File: src/rtl/wrtd_pkg.sv
package wrtd_pkg;

    localparam int WORD_W = 16;
    localparam int LEN_W = 16;
    localparam int START_W = 15;
    localparam int LIT_W = 9;
    localparam int TEXEL_COUNT_DEFAULT = 128 * 128;
    localparam int QUEUE_DEPTH = 2;

    localparam logic [7:0] LITERAL_MARK = 8'hFF;
    localparam logic [LIT_W-1:0] LITERAL_BASE = LIT_W'(256);

    typedef struct packed {
        logic [WORD_W-1:0] value;
        logic [LEN_W-1:0]  want;
        logic              last;
    } wrtd_cmd_t;

endpackage

File: src/rtl/wrtd_if.sv
interface wrtd_in_if
    import wrtd_pkg::*;
();
    logic              valid;
    logic              ready;
    logic [WORD_W-1:0] word;
    logic              last;

    modport source (output valid, output word, output last, input ready);
    modport sink (input valid, input word, input last, output ready);
endinterface

interface wrtd_out_if
    import wrtd_pkg::*;
();
    logic               valid;
    logic               ready;
    logic [WORD_W-1:0]  run_value;
    logic [LEN_W-1:0]   run_length;
    logic [START_W-1:0] start_position;
    logic               overflow;
    logic               end_of_texture;

    modport source (
        output valid, output run_value, output run_length, output start_position,
        output overflow, output end_of_texture, input ready
    );
    modport sink (
        input valid, input run_value, input run_length, input start_position,
        input overflow, input end_of_texture, output ready
    );
endinterface

File: src/rtl/wrtd_front.sv
module wrtd_front
    import wrtd_pkg::*;
(
    input  logic       clk,
    input  logic       rst_n,
    input  logic       cfg_wr_en,
    input  logic       cfg_wr_data,
    wrtd_in_if.sink    words,
    output logic       cmd_valid,
    input  logic       cmd_ready,
    output wrtd_cmd_t  cmd
);

    typedef enum logic [1:0] {
        PH_CONTROL,
        PH_VALUE,
        PH_LITERAL
    } phase_t;

    phase_t             phase_reg, phase_next;
    logic               mode_reg;
    logic [LEN_W-1:0]   repeat_reg, repeat_next;
    logic [LIT_W-1:0]   lit_reg, lit_next, lit_dec;
    logic               accept;

    assign words.ready = cmd_ready;
    assign cmd_valid = words.valid;
    assign accept = words.valid && cmd_ready;
    assign lit_dec = (lit_reg != '0) ? lit_reg - LIT_W'(1) : lit_reg;

    always_comb
    begin
        phase_next = phase_reg;
        repeat_next = repeat_reg;
        lit_next = lit_reg;
        cmd.value = words.word;
        cmd.want = LEN_W'(1);
        cmd.last = words.last;
        if (mode_reg)
        begin
            case (phase_reg)
                PH_VALUE:
                begin
                    cmd.want = repeat_reg;
                    repeat_next = '0;
                    phase_next = PH_CONTROL;
                end
                PH_LITERAL:
                begin
                    lit_next = lit_dec;
                    if (lit_dec == '0)
                    begin
                        phase_next = PH_CONTROL;
                    end
                end
                default:
                begin
                    cmd.value = '0;
                    cmd.want = '0;
                    if (words.word[WORD_W-1:8] == LITERAL_MARK)
                    begin
                        lit_next = LITERAL_BASE - {1'b0, words.word[7:0]};
                        phase_next = PH_LITERAL;
                    end
                    else
                    begin
                        repeat_next = words.word;
                        phase_next = PH_VALUE;
                    end
                end
            endcase
        end
        if (words.last)
        begin
            phase_next = PH_CONTROL;
            repeat_next = '0;
            lit_next = '0;
        end
    end

    always_ff @(posedge clk or negedge rst_n)
    begin
        if (!rst_n)
        begin
            phase_reg <= PH_CONTROL;
            repeat_reg <= '0;
            lit_reg <= '0;
            mode_reg <= 1'b1;
        end
        else
        begin
            if (cfg_wr_en)
            begin
                mode_reg <= cfg_wr_data;
            end
            if (accept)
            begin
                phase_reg <= phase_next;
                repeat_reg <= repeat_next;
                lit_reg <= lit_next;
            end
        end
    end

endmodule

File: src/rtl/wrtd_queue.sv
module wrtd_queue
    import wrtd_pkg::*;
(
    input  logic      clk,
    input  logic      rst_n,
    input  logic      push_valid,
    output logic      push_ready,
    input  wrtd_cmd_t push_data,
    output logic      pop_valid,
    input  logic      pop_ready,
    output wrtd_cmd_t pop_data
);

    localparam int PTR_W = $clog2(QUEUE_DEPTH);
    localparam int CNT_W = $clog2(QUEUE_DEPTH + 1);

    wrtd_cmd_t         mem_reg [QUEUE_DEPTH];
    logic [PTR_W-1:0]  wr_ptr_reg, rd_ptr_reg;
    logic [CNT_W-1:0]  count_reg;
    logic              push, pop;

    assign push_ready = (count_reg != CNT_W'(QUEUE_DEPTH));
    assign pop_valid = (count_reg != '0);
    assign push = push_valid && push_ready;
    assign pop = pop_ready && pop_valid;
    assign pop_data = mem_reg[rd_ptr_reg];

    always_ff @(posedge clk)
    begin
        if (push)
        begin
            mem_reg[wr_ptr_reg] <= push_data;
        end
    end

    always_ff @(posedge clk or negedge rst_n)
    begin
        if (!rst_n)
        begin
            wr_ptr_reg <= '0;
            rd_ptr_reg <= '0;
            count_reg <= '0;
        end
        else
        begin
            if (push)
            begin
                wr_ptr_reg <= (wr_ptr_reg == PTR_W'(QUEUE_DEPTH - 1)) ? '0
                                                                       : wr_ptr_reg + 1'b1;
            end
            if (pop)
            begin
                rd_ptr_reg <= (rd_ptr_reg == PTR_W'(QUEUE_DEPTH - 1)) ? '0
                                                                       : rd_ptr_reg + 1'b1;
            end
            if (push && !pop)
            begin
                count_reg <= count_reg + 1'b1;
            end
            else if (pop && !push)
            begin
                count_reg <= count_reg - 1'b1;
            end
        end
    end

endmodule

File: src/rtl/wrtd_back.sv
module wrtd_back
    import wrtd_pkg::*;
#(
    parameter int TEXEL_COUNT = TEXEL_COUNT_DEFAULT
)
(
    input  logic      clk,
    input  logic      rst_n,
    input  logic      cmd_valid,
    output logic      cmd_ready,
    input  wrtd_cmd_t cmd,
    wrtd_out_if.source runs
);

    localparam int POS_W = $clog2(TEXEL_COUNT + 1);
    localparam int CMP_W = (POS_W > LEN_W) ? POS_W : LEN_W;
    localparam logic [POS_W-1:0] TEXEL_END = POS_W'(TEXEL_COUNT);

    logic [POS_W-1:0]   pos_reg, pos_next;
    logic [POS_W-1:0]   room;
    logic [CMP_W-1:0]   want_ext, room_ext, grant;
    logic               clip;
    logic               take;
    logic               valid_reg;
    logic [WORD_W-1:0]  value_reg;
    logic [LEN_W-1:0]   length_reg;
    logic [START_W-1:0] start_reg;
    logic               overflow_reg;
    logic               eot_reg;

    assign cmd_ready = !valid_reg || runs.ready;
    assign take = cmd_valid && cmd_ready;

    assign room = TEXEL_END - pos_reg;
    assign want_ext = CMP_W'(cmd.want);
    assign room_ext = CMP_W'(room);
    assign clip = (want_ext > room_ext);
    assign grant = clip ? room_ext : want_ext;
    assign pos_next = cmd.last ? '0 : pos_reg + POS_W'(grant);

    assign runs.valid = valid_reg;
    assign runs.run_value = value_reg;
    assign runs.run_length = length_reg;
    assign runs.start_position = start_reg;
    assign runs.overflow = overflow_reg;
    assign runs.end_of_texture = eot_reg;

    always_ff @(posedge clk)
    begin
        if (take)
        begin
            value_reg <= cmd.value;
            length_reg <= LEN_W'(grant);
            start_reg <= START_W'(pos_reg);
            overflow_reg <= clip;
            eot_reg <= cmd.last;
        end
    end

    always_ff @(posedge clk or negedge rst_n)
    begin
        if (!rst_n)
        begin
            valid_reg <= 1'b0;
            pos_reg <= '0;
        end
        else
        begin
            if (take)
            begin
                valid_reg <= 1'b1;
                pos_reg <= pos_next;
            end
            else if (runs.ready)
            begin
                valid_reg <= 1'b0;
            end
        end
    end

endmodule

File: src/rtl/word_rle_texture_decoder.sv
// Run-length texture decoder for 16-bit word streams. Every input beat yields one output
// beat describing a run: value, length and start texel; control words give a zero-length
// run. The block takes one word per cycle when not stalled: the front stage decodes the
// control phase, a two-entry command queue registers the command and decouples it from
// the back stage, which clips runs at TEXEL_COUNT, tracks the texel position and registers
// the output. The mode register (reset 1 = compressed) should only be written while idle.
module word_rle_texture_decoder
    import wrtd_pkg::*;
#(
    parameter int TEXEL_COUNT = TEXEL_COUNT_DEFAULT
)
(
    input  logic       clk,
    input  logic       rst_n,
    input  logic       cfg_wr_en,
    input  logic       cfg_wr_data,
    wrtd_in_if.sink    words,
    wrtd_out_if.source runs
);

    logic      fq_valid, fq_ready;
    wrtd_cmd_t fq_cmd;
    logic      qb_valid, qb_ready;
    wrtd_cmd_t qb_cmd;

    wrtd_front u_front (
        .clk         (clk),
        .rst_n       (rst_n),
        .cfg_wr_en   (cfg_wr_en),
        .cfg_wr_data (cfg_wr_data),
        .words       (words),
        .cmd_valid   (fq_valid),
        .cmd_ready   (fq_ready),
        .cmd         (fq_cmd)
    );

    wrtd_queue u_queue (
        .clk        (clk),
        .rst_n      (rst_n),
        .push_valid (fq_valid),
        .push_ready (fq_ready),
        .push_data  (fq_cmd),
        .pop_valid  (qb_valid),
        .pop_ready  (qb_ready),
        .pop_data   (qb_cmd)
    );

    wrtd_back #(
        .TEXEL_COUNT (TEXEL_COUNT)
    ) u_back (
        .clk       (clk),
        .rst_n     (rst_n),
        .cmd_valid (qb_valid),
        .cmd_ready (qb_ready),
        .cmd       (qb_cmd),
        .runs      (runs)
    );

endmodule
File: src/flat_wrapper.sv
// flat-port wrapper written by rule: the top's interface ports become plain ports
module word_rle_texture_decoder_flat import wrtd_pkg::*;
#(
    parameter int TEXEL_COUNT = TEXEL_COUNT_DEFAULT
)
  (clk, rst_n, cfg_wr_en, cfg_wr_data, words_valid, words_word, words_last, words_ready, runs_valid, runs_run_value, runs_run_length, runs_start_position, runs_overflow, runs_end_of_texture, runs_ready);
  wrtd_in_if words_i ();
  wrtd_out_if runs_i ();
  input  logic clk;
  input  logic rst_n;
  input  logic cfg_wr_en;
  input  logic cfg_wr_data;
  input wire logic [$bits(words_i.valid)-1:0] words_valid;
  input wire logic [$bits(words_i.word)-1:0] words_word;
  input wire logic [$bits(words_i.last)-1:0] words_last;
  output wire logic [$bits(words_i.ready)-1:0] words_ready;
  output wire logic [$bits(runs_i.valid)-1:0] runs_valid;
  output wire logic [$bits(runs_i.run_value)-1:0] runs_run_value;
  output wire logic [$bits(runs_i.run_length)-1:0] runs_run_length;
  output wire logic [$bits(runs_i.start_position)-1:0] runs_start_position;
  output wire logic [$bits(runs_i.overflow)-1:0] runs_overflow;
  output wire logic [$bits(runs_i.end_of_texture)-1:0] runs_end_of_texture;
  input wire logic [$bits(runs_i.ready)-1:0] runs_ready;
  assign words_i.valid = words_valid;
  assign words_i.word = words_word;
  assign words_i.last = words_last;
  assign words_ready = words_i.ready;
  assign runs_valid = runs_i.valid;
  assign runs_run_value = runs_i.run_value;
  assign runs_run_length = runs_i.run_length;
  assign runs_start_position = runs_i.start_position;
  assign runs_overflow = runs_i.overflow;
  assign runs_end_of_texture = runs_i.end_of_texture;
  assign runs_i.ready = runs_ready;
  word_rle_texture_decoder #(.TEXEL_COUNT(TEXEL_COUNT)) u_core (.clk(clk), .rst_n(rst_n), .cfg_wr_en(cfg_wr_en), .cfg_wr_data(cfg_wr_data), .words(words_i), .runs(runs_i));
endmodule
File: config.mk
export PLATFORM = sky130hd
export DESIGN_NAME = word_rle_texture_decoder_flat
export DESIGN_NICKNAME = d
export VERILOG_FILES = /design/src/rtl/wrtd_pkg.sv /design/src/rtl/wrtd_if.sv /design/src/rtl/wrtd_front.sv /design/src/rtl/wrtd_queue.sv /design/src/rtl/wrtd_back.sv /design/src/rtl/word_rle_texture_decoder.sv /design/src/flat_wrapper.sv
export SDC_FILE = /design/constraint.sdc
export NUM_CORES = 1
export LEC_CHECK = 0
export BUFFER_PORTS_ARGS = -buffer_cell sky130_fd_sc_hd__buf_4
export CORE_MARGIN = 2
export CORE_UTILIZATION = 55
export CTS_CLUSTER_DIAMETER = 30
export CTS_CLUSTER_SIZE = 12
export DETAILED_ROUTE_END_ITERATION = 12
export GPL_ROUTABILITY_DRIVEN = 0
export PLACE_DENSITY = 0.73
export SKIP_LAST_GASP = 1
export SLEW_MARGIN = 20
export SYNTH_ARGS = -nofsm -noshare
export SYNTH_HDL_FRONTEND = slang
export SYNTH_SLANG_ARGS = --single-unit
File: constraint.sdc
create_clock -name clk -period 6.6 [get_ports clk]
set_input_delay 0.66 -clock clk [delete_from_list [all_inputs] [get_ports clk]]
set_output_delay 0.66 -clock clk [all_outputs]
set_load 0.03 [all_outputs]
==> results.md, run 1 <==
- Async SR Flop Fraction: 29.4%
- Post-synth EDFFs: 115
- Fin. max-slew vios: 0
- Layout cells sized above 1: 20.4%
- Mean post-synth cell area: 11.9 µm²
- Vias in the first global route: 5231
- Reg2Reg Setup Slack: 0.49 ns
- TritonCTS Buffers: 17
- Synth Register Bits: 163
- CP Launch Type: register
- WP data arrival: 6.41 ns
- Site Rows: 43
- CP Max Fanout: 20
- Ports: 74
- Synthesis Warnings: 0
- Setup WS post-layout: 0.493 ns
- Initial Util: 56.2%
- Clock latency on the worst-skew pair: 0.42 ns
- Slew Limit Headroom: 40.6%
- Crit end category: register
- Clock Pin Slew Worst Setup and Hold Paths: 0.06 ns
- Outcome: complete, no violations
- DR iter-0 viols: 390
- Global-route wire length before repair: 26000 µm
- GRT Overall Usage: 22.5%
- LEAKAGE: 3.80 nW
- Die area: 15200 µm²
- GRT overflow: 0
- TritonCTS clock tree: built
- Detailed Routing Iterations Pass 1: 5
- Post-route ant nets: 0
- Tcrit/Tclk final: 92.5%
- Vias: 5287
- Minimum clock period: 6.11 ns
- Layout Nets: 792
- Antenna fix cells: 0
- Post-synth top area share: 44.2%
- Crit path kind: reg -> reg
- Die height: 123 µm
- Setup WS pre-CTS: 0.614 ns
- Sink Count: 163
- Synth Cell Area: 7810 µm²
- Vias per inst: 5.72
- IO Port Bufs: 73
- Largest area contributor in the netlist: edfxtp_1
- Reg2reg path depth: 23
- Reg-to-reg endpoint: u_core.u_back.pos_reg[13]
- CTS max path bufs: 2
- Max_cap viols: 0
- Final Skew: 0.0114 ns
- Mapped Nets: 715
- CTS H-Tree Depth: 4
- DRC: 0
- Hold WC Path Type: in -> async
- Required time of the critical path: 6.90 ns
- Final WL: 15900 µm
- Chip width: 123 µm
- Final setup vio count: 0
- Final hold violations: 0
- Power Density: 567 nW/µm²
- Clk Tree Root Cell: clkbuf_16
- Largest net degree at the start of global routing: 51
- Ranking of synthesized cells by area: edfxtp_1 44%, dfrtp_1 15%, ha_1 5.9%, mux2_2 4.8%, nand2_1 4.0%
- Worst r2r src: u_core.u_back.pos_reg[4]
- Initial antenna violation count: 0
- Maximum VDD drop: 0.000245 V
- Pin slew with the least headroom to its limit: 0.888 ns
- Synth Instances: 654
- Prevailing post-synth register cell: edfxtp_1
- Setup bufs post-CTS: 0
- DP HPWL: 11100 µm
- Layout area overhead: 17.1%
- Yosys cell types: 51
- Setup TNS: 0 ns
- Sequential-to-total area share from yosys stat: 59.6%
- Core footprint: 13900 µm²
- Max Clock Freq: 164 MHz
- Max reg flops: 66
- RSZ-0062 raised after global routing: false
- Drt wl/cell: 17.2 µm
[layout make-up]
cell class | instances | area, µm²
tap | 180 | 225
clock inverter | 10 | 133
sequential | 163 | 4660
timing repair buffer | 78 | 586
clock buffer | 22 | 454
multi-input combinational | 451 | 3010
inverter | 20 | 76.3
fill | 1047 | 4740
[cell families (layout without fill, tap and decap cells)]
logic type      after synthesis  in the layout  share of synthesized area (%)
buf+inv                      40            130                           1.96
mux                          37             37                           5.43
xor+xnor                     34             34                           3.81
compound gates              124            124                           9.66
simple gates                217            217                           13.3
other cells                   1              1                         0.0480
flops                       163            163                           59.6
fa+ha+maj                    38             38                           6.19
[critical path, cell delays in order (launching register included)]
cell	delay [ns]
dfrtp_1	0.47
nor4_2	0.35
nand2_1	0.16
or4_4	0.47
nor4_1	0.27
xor2_1	0.25
ha_1	0.27
nand3_1	0.11
nor3_1	0.06
a2111oi_0	0.39
o211ai_1	0.17
o21ai_2	0.32
inv_1	0.35
nor2_1	0.22
a21oi_1	0.09
ha_1	0.30
a21o_1	0.16
a21oi_1	0.22
o21ai_0	0.17
a31o_2	0.30
a31oi_1	0.34
a31oi_1	0.17
xor2_1	0.17
a22o_1	0.20
[per-stage QoR]
stage	instances	util (%)	power, mW	hold WS (ns)	instance area, µm²
global placement	892	61.5	4.09	0.446	8540
floorplan	654	-	3.50	0.364	7810
global route	924	65.9	5.52	0.317	9140
CTS	924	65.8	5.18	0.282	9130
finish	924	65.9	5.18	0.269	9140
detailed placement	892	61.5	4.19	0.448	8540
[metal layers]
metal  GRT usage (%)  part of all wire, %  routed length (µm)  vias up
met5               0                    0                   0        -
met4            7.24                  1.5                 244        0
met3            5.63                  5.2                 825       20
met2            36.5                   49                7770      160
met1            30.1                   44                7070     2572
li1                -                    -                   -     2535
[report_power, final]
group | leakage (nW) | switching, mW | internal, mW | total [mW]
Sequential | 1.73 | 0.191 | 1.56 | 1.75
Clock | 0.282 | 0.379 | 0.602 | 0.981
Combinational | 1.79 | 1.49 | 0.960 | 2.45
[worst max-delay path by stage]
stage	end	startpoint
2_1_floorplan	u_core.u_back.pos_reg[13]	u_core.u_back.pos_reg[4]
3_3_place_gp	u_core.u_back.pos_reg[13]	u_core.u_back.pos_reg[4]
3_5_place_dp	u_core.u_back.pos_reg[11]	u_core.u_back.pos_reg[4]
4_1_cts	u_core.u_back.pos_reg[11]	u_core.u_back.pos_reg[4]
5_1_grt	u_core.u_back.pos_reg[14]	u_core.u_back.pos_reg[4]
6_report	u_core.u_back.pos_reg[13]	u_core.u_back.pos_reg[4]
[synthesized netlist by cell type (all sizes together), types with 5 or more instances]
cell,count
nand3,19
nand2b,6
xor2,17
nor3,9
ha,37
and2,29
a21oi,36
dfrtp,47
inv,20
a22o,10
xnor2,17
nor2,42
mux2,33
a21o,6
clkbuf,16
nand3b,5
edfxtp,115
nor4,5
o21ai,40
a31oi,10
nand2,84
[cells in the final DEF, fill, tap and decap left out, drive strengths merged, types with 5 or more instances in the layout]
cell	count
clkbuf	22
nor2	42
nand3	19
inv	19
a21o	6
dfrtp	47
xnor2	17
nand2	84
nor3	9
ha	37
xor2	17
o21ai	40
nor4	5
nand3b	5
mux2	33
clkinv	6
nand2b	6
buf	78
a21oi	36
edfxtp	115
a31oi	10
and2	29
a22o	10
[what timing repair did]
item	CTS	global route
setup endpoints to repair	0	1
resized for setup	0	1
hold buffers	0	0
Power figures use the tool's default switching activity.
==> run 2, diff against run 1 <==
--- a/config.mk
+++ b/config.mk
@@ -12,7 +12,7 @@
 export CTS_CLUSTER_SIZE = 12
 export DETAILED_ROUTE_END_ITERATION = 12
 export GPL_ROUTABILITY_DRIVEN = 0
-export PLACE_DENSITY = 0.73
+export PLACE_DENSITY = 0.75
 export SKIP_LAST_GASP = 1
 export SLEW_MARGIN = 20
 export SYNTH_ARGS = -nofsm -noshare
==> run 2 against run 1 <==
Compared with the run above: first-iteration DRC count rose by 9.0%; routed wire length fell by 2.5%; combinational power barely moved; critical path depth rose by 2; clock skew fell by 0.0018 ns; power fell by 0.81%; clock power fell by 2.0%; utilization barely moved.
==> results.md, run 2 (same netlist as run 1, synthesis figures left out) <==
- Clock Pin Slew Worst Setup and Hold Paths: 0.07 ns
- Setup TNS: 0 ns
- Chip width: 123 µm
- Commonest non-fill, non-tap cell in the layout: edfxtp_1
- DP HPWL: 10500 µm
- Slew Limit Headroom: 38.5%
- Pin slew with the least headroom to its limit: 0.919 ns
- Power Density: 562 nW/µm²
- Final Skew: 0.00957 ns
- Vias in the first global route: 5244
- CP Launch Type: register
- Worst r2r src: u_core.u_back.pos_reg[1]
- Detailed Routing Iterations Pass 1: 5
- DR iter-0 viols: 425
- DRC: 0
- Cell mode on critical path: ha_1
- Max Clock Freq: 167 MHz
- Site Rows: 43
- Hold_buf cts: 0
- Maximum VDD drop: 0.000265 V
- Crit end category: register
- Vias per inst: 5.76
- Max_cap viols: 0
- Drt wl/cell: 16.8 µm
- Hold WC Path Type: in -> async
- Most frequent cells in the layout: 115 x edfxtp_1, 84 x nand2_1, 77 x buf_4
- CTS H-Tree Depth: 4
- Fin. max-slew vios: 0
- TritonCTS clock tree: built
- CTS max path bufs: 2
- Tcrit/Tclk final: 90.6%
- Setup bufs post-CTS: 0
- Largest stage delay, worst path: 0.47 ns
- GRT Overall Usage: 22.0%
- Initial antenna violation count: 0
- Initial Util: 56.2%
- Crit path kind: reg -> reg
- TritonCTS Buffers: 17
- Final hold violations: 0
- Post-route cell area: 9140 µm²
- Max reg flops: 66
- Buf/Inv on CP: 2
- CP Max Fanout: 20
- Required time of the critical path: 6.96 ns
- Post-place instance area: 8530 µm²
- Sink Count: 163
- WP data arrival: 6.34 ns
- Final WL: 15500 µm
- Post-route ant nets: 0
- Die area: 15200 µm²
- IO Port Bufs: 73
- Clock latency on the worst-skew pair: 0.44 ns
- Top delay family on crit path: compound AO/OA/AOI/OAI gates
- Clk Tree Root Cell: clkbuf_16
- Setup WS pre-CTS: 0.583 ns
- Minimum clock period: 5.98 ns
- Ports: 74
- LEAKAGE: 3.80 nW
- Reg2Reg Setup Slack: 0.62 ns
- Core footprint: 13900 µm²
- Setup WS post-layout: 0.619 ns
- Global-route wire length before repair: 25300 µm
- GRT overflow: 0
- Resized cells post-CTS: 0
- Crit path from: u_core.u_back.pos_reg[1]
- Antenna fix cells: 0
- Layout Nets: 791
- Outcome: complete, no violations
- Layout area overhead: 17.1%
- Overall power: 5.14 mW
- Final setup vio count: 0
- Vias: 5321
- Slowest cell on crit path: or4_4
- RSZ-0062 raised after global routing: false
- Die height: 123 µm
- Layout cells sized above 1: 21.0%
- Largest net degree at the start of global routing: 51
run 2: cell count changes in the layout (fill, tap and decap cells not counted), moves of 2 or more:
cell	delta
bufinv_16	-3
clkbuf_1	-4
clkinv_2	-2
clkinv_4	+2
clkinv_8	+2
inv_6	+5
inv_8	+2
run 2: worst register-to-register path, cell delays in order (launching register included):
cell and delay (ns):
dfrtp_1 0.45, inv_1 0.14, ha_1 0.26, nand2_1 0.14, or4_4 0.47, nor4_1 0.26
xor2_1 0.25, ha_1 0.27, nand3_1 0.11, nor3_1 0.06, a2111oi_0 0.46, o211ai_1 0.23
o21ai_4 0.25, nor2_1 0.08, a21oi_1 0.21, ha_1 0.22, inv_1 0.06, fa_1 0.41
nor2b_1 0.18, o21bai_1 0.10, a21oi_1 0.30, a31oi_1 0.20, o21ai_0 0.36, nand2_1 0.08
mux2_2 0.28, o211ai_2 0.07
run 2: layout make-up:
cell class | count | area (µm²)
flip-flops and latches | 163 | 4660
clock buffers | 18 | 450
well taps | 180 | 225
clock inverters | 14 | 138
inverters | 20 | 76.3
fillers | 1057 | 4740
repair buffers | 77 | 578
multi-input cells | 451 | 3010
run 2: stage by stage:
step                      utilization, %  hold WS [ns]  std cells
after detailed placement            61.5         0.452        891
after CTS                           65.7         0.259        923
after global routing                65.8         0.293        923
after floorplan                        -         0.364        654
final                               65.8         0.244        923
after global placement              61.5         0.442        891
run 2: power by group:
part	internal, mW	switching [mW]
clock network	0.521	0.440
registers	1.56	0.184
logic	0.958	1.48
total	3.04	2.10
run 2: final timing paths:
path                                           endpoint  depth (start not counted)
setup reg to reg              u_core.u_back.pos_reg[14]                         25
max in group asynchronous  u_core.u_front.repeat_reg[1]                          1
min in group clk                u_core.u_front.mode_reg                          2
setup / recovery              u_core.u_back.pos_reg[14]                         25
hold reg to reg            u_core.u_front.repeat_reg[2]                          2
hold / removal                u_core.u_back.pos_reg[12]                          1
run 2: routing by layer:
metal  track usage (%)  routed length (µm)
met2              36.0                7540
met4              9.02                 399
met1              28.1                6720
met5                 0                   0
met3              5.30                 854
